--- src/design/ffaa_ram.sv ---
// ----------------------------------------------------------------------------
// ffaa_ram
// generic single write port, single read port ram with registered read
// ----------------------------------------------------------------------------
module ffaa_ram #(
  parameter int Width = 8,
  parameter int Depth = 16
) (
  input  logic                     clk_i,
  input  logic                     we_i,
  input  logic [$clog2(Depth)-1:0] waddr_i,
  input  logic [Width-1:0]         wdata_i,
  input  logic                     re_i,
  input  logic [$clog2(Depth)-1:0] raddr_i,
  output logic [Width-1:0]         rdata_o
);
  logic [Width-1:0] mem [Depth];
  logic [Width-1:0] rdata_q;

  always_ff @(posedge clk_i) begin
    if (we_i) begin
      mem[waddr_i] <= wdata_i;
    end
    if (re_i) begin
      rdata_q <= mem[raddr_i];
    end
  end

  assign rdata_o = rdata_q;
endmodule

--- config.mk ---
export PLATFORM = sky130hd
export DESIGN_NAME = ffaa_ram
export DESIGN_NICKNAME = d
export VERILOG_FILES = /design/src/design/ffaa_ram.sv
export SDC_FILE = /design/constraint.sdc
export NUM_CORES = 1
export LEC_CHECK = 0
export ABC_AREA = 1
export BUFFER_PORTS_ARGS = -buffer_cell sky130_fd_sc_hd__buf_2
export CAP_MARGIN = 30
export CELL_PAD_IN_SITES_DETAIL_PLACEMENT = 0
export CELL_PAD_IN_SITES_GLOBAL_PLACEMENT = 1
export CORE_MARGIN = 4
export CORE_UTILIZATION = 51
export CTS_CLUSTER_DIAMETER = 120
export DETAILED_ROUTE_END_ITERATION = 6
export PLACE_DENSITY_LB_ADDON = 0.05
export RECOVER_POWER = 25
export SLEW_MARGIN = 30
export SYNTH_ARGS = -nofsm -noshare
export SYNTH_HDL_FRONTEND = slang
export SYNTH_SLANG_ARGS = --single-unit
--- constraint.sdc ---
create_clock -name clk_i -period 1.7 [get_ports clk_i]
set_input_delay 0.255 -clock clk_i [delete_from_list [all_inputs] [get_ports clk_i]]
set_output_delay 0.255 -clock clk_i [all_outputs]
set_load 0.02 [all_outputs]
==> flow_metrics.tcl <==
set metrics [dict create \
    wl_per_cell_um 17.79 \
    finalSetupViolCount 0 \
    status "completed" \
    slowest_delay_ps 430 \
    switching_share_pct 21.94 \
    diodes 0 \
    yosysWarnings 0 \
    die_h_um 115.1 \
    gr-total-overflow 0 \
    p_leak_nw 2.900 \
    crit_buf_inv 1 \
    grt_max_degree 64 \
    crit_fanout 1 \
    num_io_pins 27 \
    p_int_w 0.006048 \
    crit_slowest_cell "edfxtp_1" \
    area_delta_synth_final_pct 15.13 \
    yosys.area.top_type "edfxtp_1" \
    rows 38 \
    fillCellCount 930 \
    critPathRequiredTime_ps 1440 \
    cts_buffer_depth 2 \
    ys_top_cells_by_area "edfxtp_1, nand2_1, nand3_1" \
    grt_pass1_vias 3805 \
    total_power_w 0.007748 \
    drtPass1Iterations 5 \
    portBuffers 26 \
    grt_use_total_pct 21.93 \
    ctsHoldBuffers 0 \
    power.switching_w 0.001700 \
    period_share_pct 75.07 \
    pwr-share-seq_pct 49.1 \
    ys_seq_area_share_pct 69.85 \
    vias_per_cell 5.079 \
    synthCells 551 \
    drive_gt1_share_pct 12.03 \
    routed-via-count 3794 \
    finalClockSkew_ps 6.182 \
    crit_path_start_kind "register" \
    postCtsSetupBuffers 0 \
    die_area_mm2 0.01324 \
    dp_hpwl_um 8217 \
    finalCoreUtilization_pct 61.03 \
    clock_latency_ps 410 \
    synthDominantCellAreaShare_pct 69.85 \
    drv_slew 0 \
    crit_family "flip-flops" \
    path_cells "buf_2" \
    post_cts_resized 0 \
    start_util_pct 53.01 \
    crit_arrival_ps 1020 \
    critical_path_class "register to primary output" \
    clk_pin_slew_ps 60 \
    synth.distinct_cells 11 \
    peakVddDrop_mv 0.8692 \
    powerDensity_mw_per_mm2 1151 \
    p_comb_share_pct 6.1 \
    wl_um 13290 \
    gp_congestion 0.8513 \
    cts_tree "built" \
    grt_antenna_before_repair 0 \
    endpoint_kind "primary output" \
    die_x_um 115.1 \
    grt_pass1_wl_um 21090 \
    finalSetupTns_ps 0 \
    synth_area_mm2 0.005847 \
    relSlewSlack_pct 38.53 \
    hold_viol 0 \
    root_buffer "clkbuf_16" \
    finalNetCount 613 \
    cts_buffers 17 \
    tightest_slew_ps 922.1 \
    drt_iter0_drc 282 \
    synth_seq_cells 136 \
    avgSynthCellArea_um2 10.61 \
    rsz0062_at_grt "false" \
    hold_class "primary input to register" \
    syn_nets 570 \
    htree_levels 4 \
    cts_sinks 136 \
    max_freq_mhz 783.6 \
    cap_viol_max_count 0 \
    clockPowerShare_pct 44.8 \
    r2r_slack_ps 510 \
    fin_crit_ps 1276 \
    multi_input_area_mm2 0.001214 \
    ff_latch_area_mm2 0.004084 \
    antenna_left 0 \
    core_area_mm2 0.01103 \
    drcViolationCount 0 \
]
==> power by group through the flow <==
stage          combinational, W  clock, W  sequential, W
3_5_place_dp           0.000479         0        0.00387
2_1_floorplan          0.000265         0        0.00389
4_1_cts                0.000481   0.00352        0.00380
5_1_grt                0.000528   0.00369        0.00381
3_3_place_gp           0.000472         0        0.00387
6_report               0.000474   0.00347        0.00380
==> synth_stat cells, drive strengths merged <==
master    n
edfxtp  136
nand3    97
nand2   173
buf      24
nor2     17
nand3b    2
inv     102
==> final cells by class <==
cell class | instances | area share [%]
Timing Repair Buffer | 48 | 4.647
Clock inverter | 14 | 1.989
Tap cell | 140 | 2.602
Sequential cell | 136 | 60.67
Multi-Input combinational cell | 289 | 18.03
Clock buffer | 18 | 6.375
Inverter | 102 | 5.688
==> worst paths after layout <==
kind / from / to / depth (start not counted)
worst max-delay path: rdata_o[3] / rdata_o[3] / 1
worst min-delay path: wdata_i[4] / mem[11][4] / 1
worst max register to register: mem[9][4] / rdata_o[4] / 6
worst min register to register: mem[12][2] / rdata_o[2] / 6
==> logic make-up after synthesis <==
| family | after synthesis | synth area share, % |
|---|---|---|
| simple gates | 289 | 20.76 |
| flops | 136 | 69.85 |
| buf+inv | 126 | 9.394 |
==> per-stage QoR <==
| stage | area [µm²] | hold WS [ps] | cells | worst slack, ps |
|---|---|---|---|---|
| after floorplan | 5847 | 353.9 | 551 | 494.2 |
| after global routing | 6731 | 298.7 | 747 | 367.1 |
| final | 6731 | 299.7 | 747 | 423.8 |
| after CTS | 6739 | 214.0 | 747 | 400.3 |
| after global placement | 6176 | 642.9 | 715 | 211.1 |
| after detailed placement | 6176 | 644.5 | 715 | 175.8 |
==> routing by layer <==
| layer | track usage (%) | routed length [µm] | vias to the layer above |
|---|---|---|---|
| li1 | - | - | 1869 |
| met3 | 4.421 | 745 | 13 |
| met4 | 7.277 | 173 | 0 |
| met5 | 0 | 0 | - |
| met1 | 31.50 | 6171 | 1806 |
| met2 | 33.80 | 6198 | 106 |
==> flip-flops by register name (all words and copies together), names as in the netlist <==
| name | flops |
|---|---|
| rdata_o | 8 |
| mem | 128 |
==> layout by cell type (no fill, tap or decap) <==
cell	n
buf_4	20
buf_2	20
edfxtp_1	136
clkbuf_16	17
clkinv_4	1
inv_1	100
bufinv_16	2
nand3b_1	2
clkinvlp_4	5
nand3_1	97
buf_12	2
nor2_1	17
nand2_1	173
inv_2	2
clkbuf_1	7
clkinv_1	2
clkinv_2	4
(Power assumes the default switching activity.)
